File: config.mk
export PLATFORM = sky130hd
export DESIGN_NAME = utf16_to_utf8_transcoder
export DESIGN_NICKNAME = d
export VERILOG_FILES = /design/src/hdl/utt_pkg.sv /design/src/hdl/utf16_to_utf8_transcoder.sv /design/src/hdl/utt_front.sv /design/src/hdl/utt_queue.sv /design/src/hdl/utt_back.sv
export SDC_FILE = /design/constraint.sdc
export NUM_CORES = 1
export LEC_CHECK = 0
export BUFFER_PORTS_ARGS = -buffer_cell sky130_fd_sc_hd__buf_2
export CAP_MARGIN = 20
export CORE_UTILIZATION = 35
export CTS_BUF_LIST = sky130_fd_sc_hd__clkbuf_16
export CTS_CLUSTER_DIAMETER = 200
export DETAILED_ROUTE_END_ITERATION = 8
export GPL_ROUTABILITY_DRIVEN = 0
export PLACE_DENSITY = 0.53
export SYNTH_ARGS = -nofsm -noshare
export SYNTH_HDL_FRONTEND = slang
export SYNTH_SLANG_ARGS = --single-unit
File: constraint.sdc
create_clock -name clk -period 8 [get_ports clk]
set_input_delay 0.4 -clock clk [delete_from_list [all_inputs] [get_ports clk]]
set_output_delay 0.4 -clock clk [all_outputs]
set_load 0.02 [all_outputs]
File: src/hdl/utt_pkg.sv
// Shared types, constants and encode helpers for the UTF-16/UTF-32 to UTF-8 transcoder.
`timescale 1ns / 1ps

package utt_pkg;

	localparam int unsigned UNIT_W      = 21;
	localparam int unsigned MAX_RESULTS = 4;
	localparam int unsigned RES_IDX_W   = $clog2(MAX_RESULTS);

	localparam logic [UNIT_W-1:0] HIGH_FIRST = 21'h00D800;
	localparam logic [UNIT_W-1:0] HIGH_LAST  = 21'h00DBFF;
	localparam logic [UNIT_W-1:0] LOW_FIRST  = 21'h00DC00;
	localparam logic [UNIT_W-1:0] LOW_LAST   = 21'h00DFFF;
	localparam logic [UNIT_W-1:0] BMP_MAX    = 21'h00FFFF;
	localparam logic [UNIT_W-1:0] SUPP_BASE  = 21'h010000;
	localparam logic [UNIT_W-1:0] CP_MAX     = 21'h10FFFF;

	// configuration register map (word index)
	localparam int unsigned REG_IDX_W = 1;
	localparam logic [REG_IDX_W-1:0] REG_UTF16_MODE = 1'b0;
	localparam logic UTF16_MODE_RESET = 1'b1;

	typedef enum logic [1:0] {
		ST_OK       = 2'd0,
		ST_NO_HIGH  = 2'd1,
		ST_NO_LOW   = 2'd2,
		ST_RANGE    = 2'd3
	} status_t;

	typedef struct packed {
		logic [7:0] out_byte;
		status_t    status;
		logic       last_of_run;
		logic       end_of_string;
	} result_t;

	// all results caused by one input unit; res[0] goes out first
	typedef struct packed {
		result_t [MAX_RESULTS-1:0] res;
		logic [RES_IDX_W-1:0]      last_idx;
	} job_t;

	function automatic result_t data_byte(logic [7:0] b, logic last);
		result_t r;
		r.out_byte      = b;
		r.status        = ST_OK;
		r.last_of_run   = last;
		r.end_of_string = 1'b0;
		return r;
	endfunction

	function automatic result_t err_result(status_t st, logic last);
		result_t r;
		r.out_byte      = 8'h00;
		r.status        = st;
		r.last_of_run   = last;
		r.end_of_string = 1'b0;
		return r;
	endfunction

	function automatic result_t term_result();
		result_t r;
		r.out_byte      = 8'h00;
		r.status        = ST_OK;
		r.last_of_run   = 1'b1;
		r.end_of_string = 1'b1;
		return r;
	endfunction

	function automatic job_t single_job(result_t r);
		job_t j;
		j = '0;
		j.res[0]   = r;
		j.last_idx = '0;
		return j;
	endfunction

	function automatic job_t utf8_encode(logic [UNIT_W-1:0] cp);
		job_t j;
		j = '0;
		if (cp < 21'h000080) begin
			j.res[0]   = data_byte({1'b0, cp[6:0]}, 1'b1);
			j.last_idx = RES_IDX_W'(0);
		end else if (cp < 21'h000800) begin
			j.res[0]   = data_byte({3'b110, cp[10:6]}, 1'b0);
			j.res[1]   = data_byte({2'b10, cp[5:0]}, 1'b1);
			j.last_idx = RES_IDX_W'(1);
		end else if (cp < SUPP_BASE) begin
			j.res[0]   = data_byte({4'b1110, cp[15:12]}, 1'b0);
			j.res[1]   = data_byte({2'b10, cp[11:6]}, 1'b0);
			j.res[2]   = data_byte({2'b10, cp[5:0]}, 1'b1);
			j.last_idx = RES_IDX_W'(2);
		end else begin
			j.res[0]   = data_byte({5'b11110, cp[20:18]}, 1'b0);
			j.res[1]   = data_byte({2'b10, cp[17:12]}, 1'b0);
			j.res[2]   = data_byte({2'b10, cp[11:6]}, 1'b0);
			j.res[3]   = data_byte({2'b10, cp[5:0]}, 1'b1);
			j.last_idx = RES_IDX_W'(3);
		end
		return j;
	endfunction

endpackage

File: src/hdl/utf16_to_utf8_transcoder.sv
// A unit's first byte goes through the job queue, job register and output register.
// Throughput: one result byte per cycle out of the serializer while pop keeps up; a unit
// gives 1 to 4 bytes (up to 3 for a BMP character), a held high surrogate or dropped unit none.
// The front end takes one unit per cycle until the job queue (QUEUE_DEPTH entries) fills.
// Reset (arst_n low, asynchronous) clears the queue, the surrogate and drop state, and
// sets utf16_mode to 1.
`timescale 1ns / 1ps

module utf16_to_utf8_transcoder #(
	parameter int unsigned QUEUE_DEPTH = 4
) (
	input  logic                       clk,
	input  logic                       arst_n,
	// input units
	input  logic                       push,
	output logic                       full,
	input  logic [utt_pkg::UNIT_W-1:0] code_unit,
	// result bytes
	input  logic                       pop,
	output logic                       empty,
	output logic [7:0]                 out_byte,
	output logic [1:0]                 status,
	output logic                       last_of_run,
	output logic                       end_of_string,
	// configuration
	input  logic                       psel,
	input  logic                       penable,
	input  logic                       pwrite,
	input  logic [2:0]                 paddr,
	input  logic [31:0]                pwdata,
	output logic [31:0]                prdata,
	output logic                       pready
);

	logic             utf16_mode_q;
	logic             q_wr;
	logic             q_full;
	logic             q_rd;
	logic             q_empty;
	utt_pkg::job_t    q_wr_data;
	utt_pkg::job_t    q_rd_data;
	utt_pkg::result_t result;

	logic [utt_pkg::REG_IDX_W-1:0] reg_idx;
	logic                          cfg_wr;

	assign pready  = 1'b1;
	assign reg_idx = paddr[2];
	assign cfg_wr  = psel && penable && pwrite && pready;
	assign prdata  = (reg_idx == utt_pkg::REG_UTF16_MODE) ? {31'b0, utf16_mode_q} : 32'b0;

	always_ff @(posedge clk or negedge arst_n) begin
		if (!arst_n) begin
			utf16_mode_q <= utt_pkg::UTF16_MODE_RESET;
		end else if (cfg_wr && (reg_idx == utt_pkg::REG_UTF16_MODE)) begin
			utf16_mode_q <= pwdata[0];
		end
	end

	assign full = q_full;

	utt_front u_front (
		.clk        (clk),
		.arst_n     (arst_n),
		.push       (push),
		.code_unit  (code_unit),
		.utf16_mode (utf16_mode_q),
		.q_full     (q_full),
		.job_wr     (q_wr),
		.job        (q_wr_data)
	);

	utt_queue #(
		.DEPTH (QUEUE_DEPTH)
	) u_queue (
		.clk     (clk),
		.arst_n  (arst_n),
		.wr_en   (q_wr),
		.wr_data (q_wr_data),
		.full    (q_full),
		.rd_en   (q_rd),
		.rd_data (q_rd_data),
		.empty   (q_empty)
	);

	utt_back u_back (
		.clk     (clk),
		.arst_n  (arst_n),
		.q_empty (q_empty),
		.q_data  (q_rd_data),
		.q_rd    (q_rd),
		.pop     (pop),
		.empty   (empty),
		.result  (result)
	);

	assign out_byte      = result.out_byte;
	assign status        = result.status;
	assign last_of_run   = result.last_of_run;
	assign end_of_string = result.end_of_string;

`ifndef NO_ASSERTIONS
	a_no_write_when_full: assert property (@(posedge clk) disable iff (!arst_n)
		q_wr |-> !q_full)
		else $error("job written into a full queue");

	a_terminator_shape: assert property (@(posedge clk) disable iff (!arst_n)
		(!empty && end_of_string) |-> (last_of_run && status == utt_pkg::ST_OK
			&& out_byte == 8'h00))
		else $error("terminator result is malformed");

	a_error_zero_byte: assert property (@(posedge clk) disable iff (!arst_n)
		(!empty && status != utt_pkg::ST_OK) |-> (out_byte == 8'h00 && !end_of_string))
		else $error("error result carries a data byte");

	a_dequeue_needs_data: assert property (@(posedge clk) disable iff (!arst_n)
		q_rd |-> !q_empty)
		else $error("serializer read from an empty queue");
`endif

endmodule

File: src/hdl/utt_front.sv
// Front end: accepts code units, tracks surrogate and error state, builds result jobs.
`timescale 1ns / 1ps

module utt_front (
	input  logic                         clk,
	input  logic                         arst_n,
	input  logic                         push,
	input  logic [utt_pkg::UNIT_W-1:0]   code_unit,
	input  logic                         utf16_mode,
	input  logic                         q_full,
	output logic                         job_wr,
	output utt_pkg::job_t                job
);

	logic       pending_valid_q;
	logic [9:0] pending_high_q;
	logic       dropping_q;

	logic       accept;
	logic       has_job;
	logic       pending_valid_d;
	logic [9:0] pending_high_d;
	logic       dropping_d;

	assign accept = push && !q_full;
	assign job_wr = accept && has_job;

	always_comb begin
		logic                       is_high;
		logic                       is_low;
		logic [utt_pkg::UNIT_W-1:0] cp;
		is_high = (code_unit >= utt_pkg::HIGH_FIRST) && (code_unit <= utt_pkg::HIGH_LAST);
		is_low  = (code_unit >= utt_pkg::LOW_FIRST) && (code_unit <= utt_pkg::LOW_LAST);
		cp      = {1'b0, pending_high_q, code_unit[9:0]} + utt_pkg::SUPP_BASE;

		has_job         = 1'b0;
		job             = '0;
		pending_valid_d = pending_valid_q;
		pending_high_d  = pending_high_q;
		dropping_d      = dropping_q;

		if (code_unit == '0) begin
			// terminator; an unfinished pair reports first
			has_job = 1'b1;
			if (pending_valid_q && !dropping_q) begin
				job          = '0;
				job.res[0]   = utt_pkg::err_result(utt_pkg::ST_NO_LOW, 1'b0);
				job.res[1]   = utt_pkg::term_result();
				job.last_idx = utt_pkg::RES_IDX_W'(1);
			end else begin
				job = utt_pkg::single_job(utt_pkg::term_result());
			end
			pending_valid_d = 1'b0;
			pending_high_d  = '0;
			dropping_d      = 1'b0;
		end else if (dropping_q) begin
			has_job = 1'b0;
		end else if (pending_valid_q) begin
			has_job         = 1'b1;
			pending_valid_d = 1'b0;
			pending_high_d  = '0;
			if (utf16_mode && is_low) begin
				job = utt_pkg::utf8_encode(cp);
			end else begin
				job        = utt_pkg::single_job(utt_pkg::err_result(utt_pkg::ST_NO_LOW, 1'b1));
				dropping_d = 1'b1;
			end
		end else if (utf16_mode) begin
			if (code_unit > utt_pkg::BMP_MAX) begin
				has_job    = 1'b1;
				job        = utt_pkg::single_job(utt_pkg::err_result(utt_pkg::ST_RANGE, 1'b1));
				dropping_d = 1'b1;
			end else if (is_low) begin
				has_job    = 1'b1;
				job        = utt_pkg::single_job(utt_pkg::err_result(utt_pkg::ST_NO_HIGH, 1'b1));
				dropping_d = 1'b1;
			end else if (is_high) begin
				// hold the high half until its partner arrives
				pending_valid_d = 1'b1;
				pending_high_d  = code_unit[9:0];
			end else begin
				has_job = 1'b1;
				job     = utt_pkg::utf8_encode(code_unit);
			end
		end else begin
			has_job = 1'b1;
			if (code_unit > utt_pkg::CP_MAX) begin
				job        = utt_pkg::single_job(utt_pkg::err_result(utt_pkg::ST_RANGE, 1'b1));
				dropping_d = 1'b1;
			end else begin
				job = utt_pkg::utf8_encode(code_unit);
			end
		end
	end

	always_ff @(posedge clk or negedge arst_n) begin
		if (!arst_n) begin
			pending_valid_q <= 1'b0;
			pending_high_q  <= '0;
			dropping_q      <= 1'b0;
		end else if (accept) begin
			pending_valid_q <= pending_valid_d;
			pending_high_q  <= pending_high_d;
			dropping_q      <= dropping_d;
		end
	end

endmodule

File: src/hdl/utt_queue.sv
// Job queue between the front end and the byte serializer.
`timescale 1ns / 1ps

module utt_queue #(
	parameter int unsigned DEPTH = 4
) (
	input  logic          clk,
	input  logic          arst_n,
	input  logic          wr_en,
	input  utt_pkg::job_t wr_data,
	output logic          full,
	input  logic          rd_en,
	output utt_pkg::job_t rd_data,
	output logic          empty
);

	localparam int unsigned PTR_W = $clog2(DEPTH);
	localparam int unsigned CNT_W = $clog2(DEPTH + 1);

	utt_pkg::job_t    entries_q [DEPTH];
	logic [PTR_W-1:0] wr_ptr_q;
	logic [PTR_W-1:0] rd_ptr_q;
	logic [CNT_W-1:0] count_q;

	logic do_wr;
	logic do_rd;

	assign full    = (count_q == CNT_W'(DEPTH));
	assign empty   = (count_q == '0);
	assign do_wr   = wr_en && !full;
	assign do_rd   = rd_en && !empty;
	assign rd_data = entries_q[rd_ptr_q];

	always_ff @(posedge clk) begin
		if (do_wr) begin
			entries_q[wr_ptr_q] <= wr_data;
		end
	end

	always_ff @(posedge clk or negedge arst_n) begin
		if (!arst_n) begin
			wr_ptr_q <= '0;
			rd_ptr_q <= '0;
			count_q  <= '0;
		end else begin
			if (do_wr) begin
				wr_ptr_q <= (wr_ptr_q == PTR_W'(DEPTH - 1)) ? '0 : wr_ptr_q + 1'b1;
			end
			if (do_rd) begin
				rd_ptr_q <= (rd_ptr_q == PTR_W'(DEPTH - 1)) ? '0 : rd_ptr_q + 1'b1;
			end
			if (do_wr && !do_rd) begin
				count_q <= count_q + 1'b1;
			end else if (do_rd && !do_wr) begin
				count_q <= count_q - 1'b1;
			end
		end
	end

endmodule

File: src/hdl/utt_back.sv
// Back end: turns a job into bytes via an output register, one per cycle unless pop stalls.
`timescale 1ns / 1ps

module utt_back (
	input  logic            clk,
	input  logic            arst_n,
	input  logic            q_empty,
	input  utt_pkg::job_t   q_data,
	output logic            q_rd,
	input  logic            pop,
	output logic            empty,
	output utt_pkg::result_t result
);

	utt_pkg::job_t                  job_q;
	logic                           job_valid_q;
	logic [utt_pkg::RES_IDX_W-1:0]  idx_q;
	utt_pkg::result_t               out_q;
	logic                           out_valid_q;

	logic out_ready;
	logic emit;
	logic job_done;

	assign out_ready = !out_valid_q || pop;
	assign emit      = job_valid_q && out_ready;
	assign job_done  = emit && (idx_q == job_q.last_idx);
	// fetch the next job as soon as the current one hands out its last byte
	assign q_rd      = !q_empty && (!job_valid_q || job_done);

	assign empty  = !out_valid_q;
	assign result = out_q;

	always_ff @(posedge clk) begin
		if (q_rd) begin
			job_q <= q_data;
		end
		if (emit) begin
			out_q <= job_q.res[idx_q];
		end
	end

	always_ff @(posedge clk or negedge arst_n) begin
		if (!arst_n) begin
			job_valid_q <= 1'b0;
			idx_q       <= '0;
			out_valid_q <= 1'b0;
		end else begin
			if (q_rd) begin
				job_valid_q <= 1'b1;
				idx_q       <= '0;
			end else if (job_done) begin
				job_valid_q <= 1'b0;
			end else if (emit) begin
				idx_q <= idx_q + 1'b1;
			end

			if (emit) begin
				out_valid_q <= 1'b1;
			end else if (pop) begin
				out_valid_q <= 1'b0;
			end
		end
	end

endmodule

# [Word level (Yosys, flattened, before mapping)]
# Memory sizes are Yosys's and may differ from the RTL's. A register that Yosys moved wholly into a read port is not among the register bits.
# Index checks and enable logic that the tools add are counted.
[totals] regBits=36 mem_bits_rw=200 in_bits=63 output_inout_bits=47 word_cells=146 mem_count=1
[mem_list] memory="u_queue.entries_q" depth=4 width=50 read_ports=1 rd_ports_with_merged_regs=1 write_ports=1 line="utt_queue.sv:20" rtl="utt_pkg::job_t entries_q [DEPTH];"
[classes] n_addsub=6 order_cmp=13 n_eq_ne=8 muxes=67 bitwise_logic=1 reduce_logical=36
[op_table] op="$mux 50" count=9
[op_table] op="$mux 36" count=4
[op_table] op="$mux 10" count=7
[op_table] op="$mux 26" count=2
[op_table] op="$mux 24" count=2
[op_table] op="$ge 21x16->1 const B" count=2
[op_table] op="$le 21x16->1 const B" count=2
[op_table] op="$lt 21x12->1 const B" count=2
[op_table] op="$lt 21x17->1 const B" count=2
[op_table] op="$lt 21x8->1 const B" count=2
[op_table] op="$mux 12" count=3
[op_table] op="$mux 1" count=29
[op_table] op="$mux 14" count=2
[op_table] op="$bmux 12 s2" count=1
[op_table] op="$add 20x17->21 const B" count=1
[op_table] op="$gt 21x16->1 const B" count=1
[op_table] op="$gt 21x21->1 const B" count=1
[op_table] op="$logic_not 21->1" count=1
[op_table] op="$logic_and 1x1->1" count=16
[op_table] op="$mux 16" count=1
[op_table] op="$mux 2" count=5
[op_table] op="$reduce_bool 2->1" count=4
[op_table] op="$logic_not 1->1" count=7
[op_table] op="$add 2x1->2 const B" count=3
[op_table] op="17 further kinds" count=22

# [Depth between registers and ports, before layout]
# Gate-level depths: netlist of run 1.
[logic_depth] depth_word=15 ltp_mapped=11 ltp_nobuf=10

# [Modules after synthesis]
# Synthesis of run 1 repeated with hierarchy kept, for this count alone.
[hier_totals] hier_cells=723 hier_area_um2=12404.4
[modules_own_cells] module="utt_queue" instances=1 cells_each=299 area_each_um2=7646.1 seq_area_each_um2=6180.9
[modules_own_cells] module="utt_back" instances=1 cells_each=100 area_each_um2=2446.1 seq_area_each_um2=1961.9
[modules_own_cells] module="utt_front" instances=1 cells_each=286 area_each_um2=2009.4 seq_area_each_um2=300.3
[modules_own_cells] module="utf16_to_utf8_transcoder" instances=1 cells_each=38 area_each_um2=302.8 seq_area_each_um2=26.3

# [Worst setup path after synthesis of run 1]
# OpenSTA, ideal clock, no wires.
[synth_path] kind="reg-to-reg" startpoint="register u_back.idx_q[0] (netlist name)" endpoint="register u_queue.count_q[1]" setup_time_ns=0.125 arrival_ns=4.054 t_required_ns=7.875 setup_slack_ns=3.821 stages_incl_launch_ff=10 path_buffers=1 synth_period_minus_slack_ns=4.179 path_cell_list="dfrtp_1 clkbuf_1 xor2_1 o31ai_1 nor2b_1 inv_1 ha_1 inv_1 fa_1 mux2_2"
[synth_via] elab_chain_len=8 elab_cells_between_ends=10 cone_classes="eq/ne (1); mux (1); reduce/logical (8)"
[synth_lines] item="from (decl)" line="utt_back.sv:17" rtl="logic [utt_pkg::RES_IDX_W-1:0] idx_q;"
[synth_lines] item="from (signal assigned)" line="utt_back.sv:55" rtl="idx_q <= idx_q + 1'b1;"
[synth_lines] item="$eq 2x2->1 (*)" line="utt_back.sv:27" rtl="assign job_done = emit && (idx_q == job_q.last_idx);"
[synth_lines] item="$logic_and 1x1->1 (*)" line="utt_back.sv:27"
[synth_lines] item="$logic_or 1x1->1 (*)" line="utt_back.sv:29" rtl="assign q_rd = !q_empty && (!job_valid_q || job_done);"
[synth_lines] item="$logic_and 1x1->1 (*)" line="utt_back.sv:29"
[synth_lines] item="named net q_rd" line="utf16_to_utf8_transcoder.sv:38" rtl="logic q_rd;"
[synth_lines] item="$logic_and 1x1->1 (*)" line="utt_queue.sv:31" rtl="assign do_rd = rd_en && !empty;"
[synth_lines] item="$logic_not 1->1" line="utt_queue.sv:52" rtl="if (do_wr && !do_rd) begin"
[synth_lines] item="$logic_and 1x1->1" line="utt_queue.sv:52"
[synth_lines] item="$mux 3 / $reduce_bool 2->1 (equally long branches)"
[synth_lines] item="to (signal assigned)" line="utt_queue.sv:53" rtl="count_q <= count_q + 1'b1;"
[synth_lines] item="to (signal assigned)" line="utt_queue.sv:55" rtl="count_q <= count_q - 1'b1;"
[synth_lines] item="to (decl)" line="utt_queue.sv:23" rtl="logic [CNT_W-1:0] count_q;"
# Mark *: on every way through the listed nets, which the timed path passes. The rest lies on a longest branch.
# A chain may end at the register's enable or synchronous reset.

==> impl_metrics.yaml, run 1 <==
run_status:
  status: "finished, final reports clean"
global_route:
  antenna_found_initial: 0
  grt_max_degree: 40
  grt_pass1_wl_um: 33400
  grtUsageTotal_pct: 15.4
  grt_pass1_vias: 5742
  grt-ovfl-total: 0
detailed_routing:
  antenna_left: 0
  viasPerCell: 5.44
  drtPass1Iterations: 5
  wl_per_cell_um: 20.8
  drtIter0Drc: 724
  drc_errors: 0
  num_vias: 5595
  wl_um: 21300
logic_synthesis:
  ys_warn_count: 0
  ys_ff_latch: 216
  synth_top_cell_by_area: "edfxtp_1"
  syn_avg_cell_area_um2: 15.4
  synthFlopType: "edfxtp_1"
  syn-instance-count: 625
  synth_edf_count: 192
  synth_top_cell_area_share_pct: 59.8
  synthArstFlopShare_pct: 11.1
  yosysSeqAreaShare_pct: 66.0
  syn_area_um2: 9640
  synth_cell_types: 67
  yosys-top-cells-area: "edfxtp_1, mux4_2, dfrtp_1, buf_4, nor2_1"
worst_setup_path:
  crit_required_ps: 8200
  crit_type: "flop to flop"
  cp-start-kind: "flop"
  r2r_start: "u_front.pending_high_q[6]"
  crit_fanout: 14
  cp.arrival_ps: 3440
  r2r_cells: 7
  r2r-end: "u_queue.entries_q[1][7]"
  rrSetupSlack_ps: 4760
  end_kind: "flop"
sta:
  finalSetupViolCount: 0
  relSlewSlack_pct: 34.8
  finalHoldViolations: 0
  fmax_mhz: 309
  period_share_pct: 40.5
  period_needed_ps: 3240
  rsz0062_at_grt: "no"
  skew_ps: 7.77
  worst_pin_slew_ps: 972
  slew_violations: 0
  fin_tns_setup_ps: 0
cells_and_area:
  fillers: 2488
  n_antenna_cell: 0
  multi_input_area_um2: 2980
  post-route-util_pct: 40.4
  drive_above_1_share_pct: 22.6
  final_common_cell: "edfxtp_1"
  regArea_um2: 6370
  layout.cells.most_common_list: "edfxtp_1, buf_2, mux4_2, nor2_1, conb_1"
  syn2layout_area_growth_pct: 13.2
  instances_no_fill: 1028
  nets: 741
clock_tree:
  cts.sinks: 216
  cts_resized: 0
  cts_buffers: 25
  clk_pin_slew_ps: 60
  cts_tree: "done"
  clk_latency_ps: 510
  clk_path_buf_depth: 3
  h-tree-depth: 1
  root_buffer: "clkbuf_16"
  cts_setup_buffers: 0
floorplanning:
  fp.dieH_um: 168
  io_pins: 110
  initial_core_util_pct: 35.7
  die_w_um: 168
  die_area_um2: 28200
  row_count: 60
  core-area_um2: 27000
power:
  powerDensity_nw_per_um2: 291
  p_leak_nw: 3.86
  power_mw: 3.18
  ir_drop_mv: 0.159
hold_path:
  min_to: "utf16_mode_q"
  hold_depth: 2
  hold_path_class: "input port to flop"
  hold_path_startpoint: "pwdata[0]"
flow_run:
  cap_violations: 0
place:
  io_buffers: 44
  dp_cells: 983
  place_hpwl_um: 13600
[kinds of logic after synthesis]
kind of cell / synth area share (%)
flip-flops: 66.0
adder cells (fa/ha/maj): 1.23
AO/OA/AOI/OAI: 8.65
AND/OR/NAND/NOR: 8.20
XOR/XNOR: 0.545
buffers and inverters: 4.31
other: 0.0779
multiplexers: 11.0
[cell usage after synthesis (7+ instances only)]
library cell / number
a21oi_1: 25
inv_1: 11
a31o_2: 7
and2_1: 15
dfrtp_1: 23
o22ai_1: 8
a22o_1: 12
buf_4: 32
edfxtp_1: 192
mux4_2: 43
nor4_1: 7
ha_1: 7
nor2_1: 42
o21ai_0: 10
nor3_1: 12
clkbuf_1: 23
nand2_1: 24
[cell type report]
type	count	area share, %
well taps	341	3.91
multi-input cells	362	27.3
repair buffers	54	2.73
inverters	11	0.378
clock inverters	19	1.59
flip-flops and latches	216	58.4
clock buffers	25	5.73
[flip-flops by register name (all words and copies together), names as in the netlist, 2 cells and up]
signal / flops
u_back.idx_q: 2
u_back.job_q: 36
u_back.result: 12
u_front.pending_high_q: 10
u_queue.count_q: 3
u_queue.entries_q: 144
u_queue.rd_ptr_q: 2
u_queue.wr_ptr_q: 2
[per-layer routing]
layer | track usage (%) | vias to the layer above | part of all wire [%]
li1 | - | 2506 | -
met1 | 21.7 | 2767 | 45
met2 | 25.1 | 269 | 46
met3 | 2.49 | 53 | 6.8
met4 | 3.67 | 0 | 2.3
met5 | 0 | - | 0
[critical path, cell delays in order (launching register included)]
cell and delay, ps:
dfrtp_1 500, ha_1 390, nor3b_1 240, o21ai_1 100, buf_4 200, nor2_1 620
a221oi_1 190, o32ai_1 690
[what timing repair did]
item / 4_1_cts / 5_1_grt
endpoints found under the setup margin: 0 / 0
hold buffers: 1 / 0
hold endpoints to repair: 23 / 0
[worst max path at each step]
| stage | start | endpoint | slack (ps) | depth (start not counted) |
|---|---|---|---|---|
| after global routing | u_front.pending_high_q[5] | u_queue.entries_q[1][7] | 4650 | 5 |
| final | u_front.pending_high_q[6] | u_queue.entries_q[1][7] | 4760 | 7 |
| after global placement | code_unit[16] | u_queue.entries_q[0][20] | 4630 | 6 |
| after CTS | u_back.idx_q[0] | u_queue.count_q[1] | 4850 | 8 |
| after floorplan | u_back.idx_q[0] | u_queue.count_q[1] | 3820 | 9 |
| after detailed placement | code_unit[16] | u_queue.count_q[2] | 4550 | 11 |
[power breakdown]
part,internal (mW),switching [mW]
clock network,0.664,0.434
logic,0.283,0.333
registers,1.38,0.0781
[per-stage QoR]
stage	area, um2	hold slack, ps	setup slack, ps
final	10900	129	4760
after global routing	10900	114	4650
after CTS	10900	111	4850
after detailed placement	10100	479	4550
after global placement	10100	458	4630
after floorplan	9760	104	3820
No activity file was read; power rests on OpenSTA's default activity.
==> run 2, diff against run 1 <==
--- a/config.mk
+++ b/config.mk
@@ -5,6 +5,7 @@
 export SDC_FILE = /design/constraint.sdc
 export NUM_CORES = 1
 export LEC_CHECK = 0
+export ABC_AREA = 1
 export BUFFER_PORTS_ARGS = -buffer_cell sky130_fd_sc_hd__buf_2
 export CAP_MARGIN = 20
 export CORE_UTILIZATION = 35
@@ -12,7 +13,7 @@
 export CTS_CLUSTER_DIAMETER = 200
 export DETAILED_ROUTE_END_ITERATION = 8
 export GPL_ROUTABILITY_DRIVEN = 0
-export PLACE_DENSITY = 0.53
+export PLACE_DENSITY = 0.55
 export SYNTH_ARGS = -nofsm -noshare
 export SYNTH_HDL_FRONTEND = slang
 export SYNTH_SLANG_ARGS = --single-unit
==> constraint.sdc (replaced) <==
create_clock -name clk -period 2.93 [get_ports clk]
set_input_delay 0.1465 -clock clk [delete_from_list [all_inputs] [get_ports clk]]
set_output_delay 0.1465 -clock clk [all_outputs]
set_load 0.02 [all_outputs]
==> impl_metrics.yaml, run 2 <==
run_status:
  status: "finished, final reports clean"
sta:
  worst_slack_ps: 383
  relSlewSlack_pct: 50.5
  finalHoldViolations: 0
  skew_ps: 9.59
  slew_violations: 0
  rsz0062_at_grt: "no"
  fmax_mhz: 393
  worst_pin_slew_ps: 743
  period_needed_ps: 2550
  period_share_pct: 86.9
  fin_tns_setup_ps: 0
  finalSetupViolCount: 0
place:
  pre_cts_ws_ps: 247
  place_hpwl_um: 16700
  io_buffers: 44
  dpl_cell_area_um2: 10900
logic_synthesis:
  synth_top_cell_area_share_pct: 57.0
  synthArstFlopShare_pct: 11.1
  syn_area_um2: 10100
  yosysSeqAreaShare_pct: 62.9
  synth_top_cell_by_area: "edfxtp_1"
  yosys-top-cells-area: "edfxtp_1, o21ai_0, nor2_1, dfrtp_1, nand2_1"
  synth_edf_count: 192
  ys_ff_latch: 216
  ys_warn_count: 0
  synth.most_common_cell: "edfxtp_1"
  syn_avg_cell_area_um2: 10.5
  synthFlopType: "edfxtp_1"
  syn-instance-count: 967
  synth_cell_types: 45
  synth_common_cells: "edfxtp_1, nor2_1, nand2_1, o21ai_0, inv_1"
cells_and_area:
  multi_input_area_um2: 3250
  largest_register: "u_queue.entries_q"
  drive_above_1_share_pct: 14.3
  largest_reg_flops: 144
  fillers: 2729
  syn2layout_area_growth_pct: 15.0
  design_area_um2: 11600
  final_common_cell: "edfxtp_1"
  nets: 1105
  post-route-util_pct: 41.4
  n_antenna_cell: 0
  regArea_um2: 6370
  layout.cells.most_common_list: "edfxtp_1, nor2_1, nand2_1, o21ai_0, inv_1"
worst_setup_path:
  crit_path_top_delay_cell: "dfrtp_1"
  crit_required_ps: 3210
  crit_fanout: 15
  crit_type: "flop to flop"
  cp.arrival_ps: 2830
  cp-start-kind: "flop"
  cpPeakStageDelay_ps: 410
  end_kind: "flop"
  crit_chain: "ha_1, inv_1, nand2_1, nand2_1, nand3_1, nor2_4, nand2_2, nor2_4, nand2_1, o21ai_0, nand2_1, nor2_1"
  crit_path_frequent_cell: "nand2_1"
clock_tree:
  cts_tree: "done"
  cts.sinks: 216
  clk_path_buf_depth: 3
  h-tree-depth: 1
  root_buffer: "clkbuf_16"
  cts_setup_buffers: 0
  clk_latency_ps: 520
  clk_pin_slew_ps: 60
  cts_buffers: 24
global_route:
  met1_usage_pct: 24.5
  grtUsageMet2_pct: 27.3
  antenna_found_initial: 0
  grtUsageTotal_pct: 17.6
  grt_pass1_wl_um: 39300
  grt_pass1_vias: 6822
  grt_max_degree: 75
  busiest_layer: "met2"
  grt-ovfl-total: 0
  use_met3_pct: 3.02
detailed_routing:
  num_vias: 7198
  viasPerCell: 5.04
  wl_per_cell_um: 17.6
  wl_um: 25100
  drtIter0Drc: 657
  drc_errors: 0
  drtPass1Iterations: 5
  antenna_left: 0
power:
  powerDensity_nw_per_um2: 901
  p_leak_nw: 4.42
  ir_drop_mv: 0.470
floorplanning:
  die_area_um2: 29600
  core-area_um2: 28100
  row_count: 61
  io_pins: 110
  fp.dieH_um: 172
  die_w_um: 172
  initial_core_util_pct: 36.0
flow_run:
  cap_violations: 0
hold_path:
  hold_path_class: "input port to flop"
[run 2: changes by cell type in the layout (fill, tap and decap cells not counted), sizes merged, moves of 20 or more]
cell,before,now
mux4,43,0
o22ai,8,43
inv,17,76
buf,53,73
o21ai,13,126
nand2,25,140
nand3,6,57
nor2,42,172
[run 2: worst paths after layout]
path                                           start                   endpoint  slack, ps  cells after the start
max in group asynchronous                     arst_n        u_queue.rd_ptr_q[0]       2260                      2
setup reg to reg           u_front.pending_high_q[7]   u_queue.entries_q[3][10]        380                     12
min in group asynchronous                     arst_n         u_back.out_valid_q        200                      2
hold / removal                          code_unit[9]  u_front.pending_high_q[9]         70                      3
hold reg to reg            u_front.pending_high_q[3]  u_front.pending_high_q[3]        490                      2
setup / recovery           u_front.pending_high_q[7]   u_queue.entries_q[3][10]        380                     12
[run 2: critical path: cells and delay by family, from the launching register on]
family,cells,cell delay (ps)
flops,1,410
simple gates,9,1440
compound gates,1,180
buf+inv,1,60
fa+ha+maj,1,230
[run 2: what timing repair did]
item | 4_1_cts | 5_1_grt
hold endpoints to repair | 25 | 0
resized for setup | 0 | 0
hold buffers | 5 | 0
[run 2: metal layers]
layer / share of wire (%) / wire [um]
met5: 0 / 0
met4: 3.2 / 802
met1: 46 / 11600
met2: 45 / 11300
met3: 5.5 / 1370
[run 2: power breakdown]
part	switching, mW	internal (mW)
clock network	1.18	1.58
logic	2.33	0.936
registers	0.180	4.27
[run 2: final cells by class]
class | count | share of cell area [%]
clock buffers | 24 | 5.16
flip-flops and latches | 216 | 54.7
inverters | 70 | 2.30
clock inverters | 19 | 1.10
well taps | 378 | 4.07
multi-input cells | 644 | 27.9
repair buffers | 78 | 4.73
[run 2: stage by stage]
stage	cells	total power, mW	hold slack, ps
after floorplan	997	6.65	-149
after global placement	1381	7.75	215
after detailed placement	1381	7.80	219
final	1429	10.5	67.0
after global routing	1429	11.1	71.8
after CTS	1429	10.6	53.9
[run 2: cell families (layout without fill, tap and decap cells)]
| family | Yosys count | in the layout | share of synthesized area [%] |
|---|---|---|---|
| AND/OR/NAND/NOR | 387 | 387 | 17.4 |
| flip-flops | 216 | 216 | 62.9 |
| AO/OA/AOI/OAI | 212 | 212 | 11.6 |
| buffers and inverters | 137 | 191 | 6.47 |
| adder cells (fa/ha/maj) | 8 | 8 | 1.06 |
| XOR/XNOR | 4 | 4 | 0.346 |
| other | 2 | 32 | 0.0742 |
| multiplexers | 1 | 1 | 0.111 |
==> run 3, diff against run 2 <==
--- a/config.mk
+++ b/config.mk
@@ -8,6 +8,7 @@
 export ABC_AREA = 1
 export BUFFER_PORTS_ARGS = -buffer_cell sky130_fd_sc_hd__buf_2
 export CAP_MARGIN = 20
+export CORE_ASPECT_RATIO = 1.75
 export CORE_UTILIZATION = 35
 export CTS_BUF_LIST = sky130_fd_sc_hd__clkbuf_16
 export CTS_CLUSTER_DIAMETER = 200
==> impl_metrics.yaml, run 3 (synthesis gave the netlist of run 2 again) <==
run_status:
  status: "finished, final reports clean"
power:
  ir_drop_mv: 0.360
  p_leak_nw: 4.35
  powerDensity_nw_per_um2: 874
  power_mw: 10.1
sta:
  relSlewSlack_pct: 48.8
  finalSetupViolCount: 0
  worst_slack_ps: 362
  period_share_pct: 87.6
  rsz0062_at_grt: "no"
  worst_hold_slack_ps: 129
  finalHoldViolations: 0
  slew_violations: 0
  fmax_mhz: 389
  period_needed_ps: 2570
  skew_ps: 16.6
  worst_pin_slew_ps: 768
worst_setup_path:
  crit_start: "u_queue.count_q[0]"
  end_kind: "flop"
  r2r-end: "u_queue.count_q[1]"
  cp.arrival_ps: 2950
  crit_chain: "or2_2, o21ai_0, inv_1, nand2_1, nor2_4, ha_1, inv_1, fa_1, mux2_2"
  cp-start-kind: "flop"
  rrSetupSlack_ps: 360
  path_delay_family: "adder cells"
  cpPeakStageDelay_ps: 420
  crit_fanout: 3
  crit_path_top_delay_cell: "dfrtp_1"
  crit_required_ps: 3310
  r2r_start: "u_queue.count_q[0]"
  path_buf_inv: 2
  crit_type: "flop to flop"
  r2r_cells: 9
  crit_path_frequent_cell: "inv_1"
global_route:
  antenna_found_initial: 0
  grt_pass1_wl_um: 39700
  grt_max_degree: 75
  grt-ovfl-total: 0
  grtUsageTotal_pct: 18.1
  grt_pass1_vias: 6919
cells_and_area:
  multi_input_area_um2: 3250
  nets: 1106
  drive_above_1_share_pct: 14.2
  largest_reg_flops: 144
  post-route-util_pct: 40.4
  n_antenna_cell: 0
  syn2layout_area_growth_pct: 14.0
  regArea_um2: 6370
  fillers: 2848
  layout.cells.most_common_list: "edfxtp_1, nor2_1, nand2_1, o21ai_0, inv_1"
  largest_register: "u_queue.entries_q"
  final_common_cell: "edfxtp_1"
floorplanning:
  die_area_um2: 29600
  io_pins: 110
  row_count: 82
  fp.dieH_um: 227
  core-area_um2: 28500
  die_w_um: 131
  initial_core_util_pct: 35.5
clock_tree:
  root_buffer: "clkbuf_16"
  clk_pin_slew_ps: 70
  cts_buffers: 21
  cts.sinks: 216
  cts_hold_buf: 5
  cts_setup_buffers: 0
  cts_resized: 0
  clk_latency_ps: 510
  h-tree-depth: 1
  clk_path_buf_depth: 3
  cts_tree: "done"
place:
  place_hpwl_um: 18200
  pre_cts_ws_ps: 344
  io_buffers: 44
hold_path:
  min_to: "u_front.pending_high_q[0]"
  hold_depth: 4
  hold_path_startpoint: "code_unit[0]"
  hold_path_class: "input port to flop"
detailed_routing:
  wl_per_cell_um: 18.1
  drc_errors: 0
  drtIter0Drc: 420
  antenna_left: 0
  viasPerCell: 5.04
  drtPass1Iterations: 5
  num_vias: 7189
  wl_um: 25800
flow_run:
  cap_violations: 0
[run 3: through the flow]
stage | setup TNS [ps] | cell area (um2) | instances
final | 0 | 11500 | 1425
after global routing | 0 | 11500 | 1425
after CTS | 0 | 11500 | 1425
after detailed placement | 0 | 10900 | 1385
after global placement | 0 | 10900 | 1385
after floorplan | -28300 | 10200 | 997
[run 3: layout make-up]
| type | instances | area share, % |
|---|---|---|
| inverters | 70 | 2.32 |
| clock buffers | 21 | 4.56 |
| multi-input cells | 644 | 28.2 |
| flip-flops and latches | 216 | 55.2 |
| clock inverters | 14 | 0.586 |
| repair buffers | 82 | 5.04 |
| well taps | 378 | 4.10 |
[run 3: per-layer routing]
metal / wire, um / global-route usage, % / part of all wire, % / up-vias
li1: - / - / - / 3450
met1: 9380 / 19.5 / 36 / 3377
met2: 13400 / 32.6 / 52 / 273
met3: 1200 / 2.27 / 4.6 / 89
met4: 1760 / 11.9 / 6.8 / 0
met5: 0 / 0 / 0 / -
[run 3: power breakdown]
part	total (mW)	switching [mW]	internal, mW	leakage [nW]
clock network	2.40	1.10	1.30	0.308
logic	3.19	2.27	0.924	1.97
registers	4.49	0.217	4.27	2.08
[run 3: worst max path at each step]
stage | end | slack [ps] | cells after the start
2_1_floorplan | u_queue.entries_q[0][0] | -200 | 9
3_3_place_gp | u_queue.count_q[1] | 390 | 9
3_5_place_dp | u_queue.count_q[1] | 340 | 9
4_1_cts | u_queue.count_q[1] | 330 | 9
5_1_grt | u_queue.entries_q[1][18] | 130 | 13
6_report | u_queue.count_q[1] | 360 | 9
[run 3: worst min-delay path, stage by stage]
cell and delay [ps]:
buf_2 140, inv_1 80, buf_4 140, o21ai_0 80
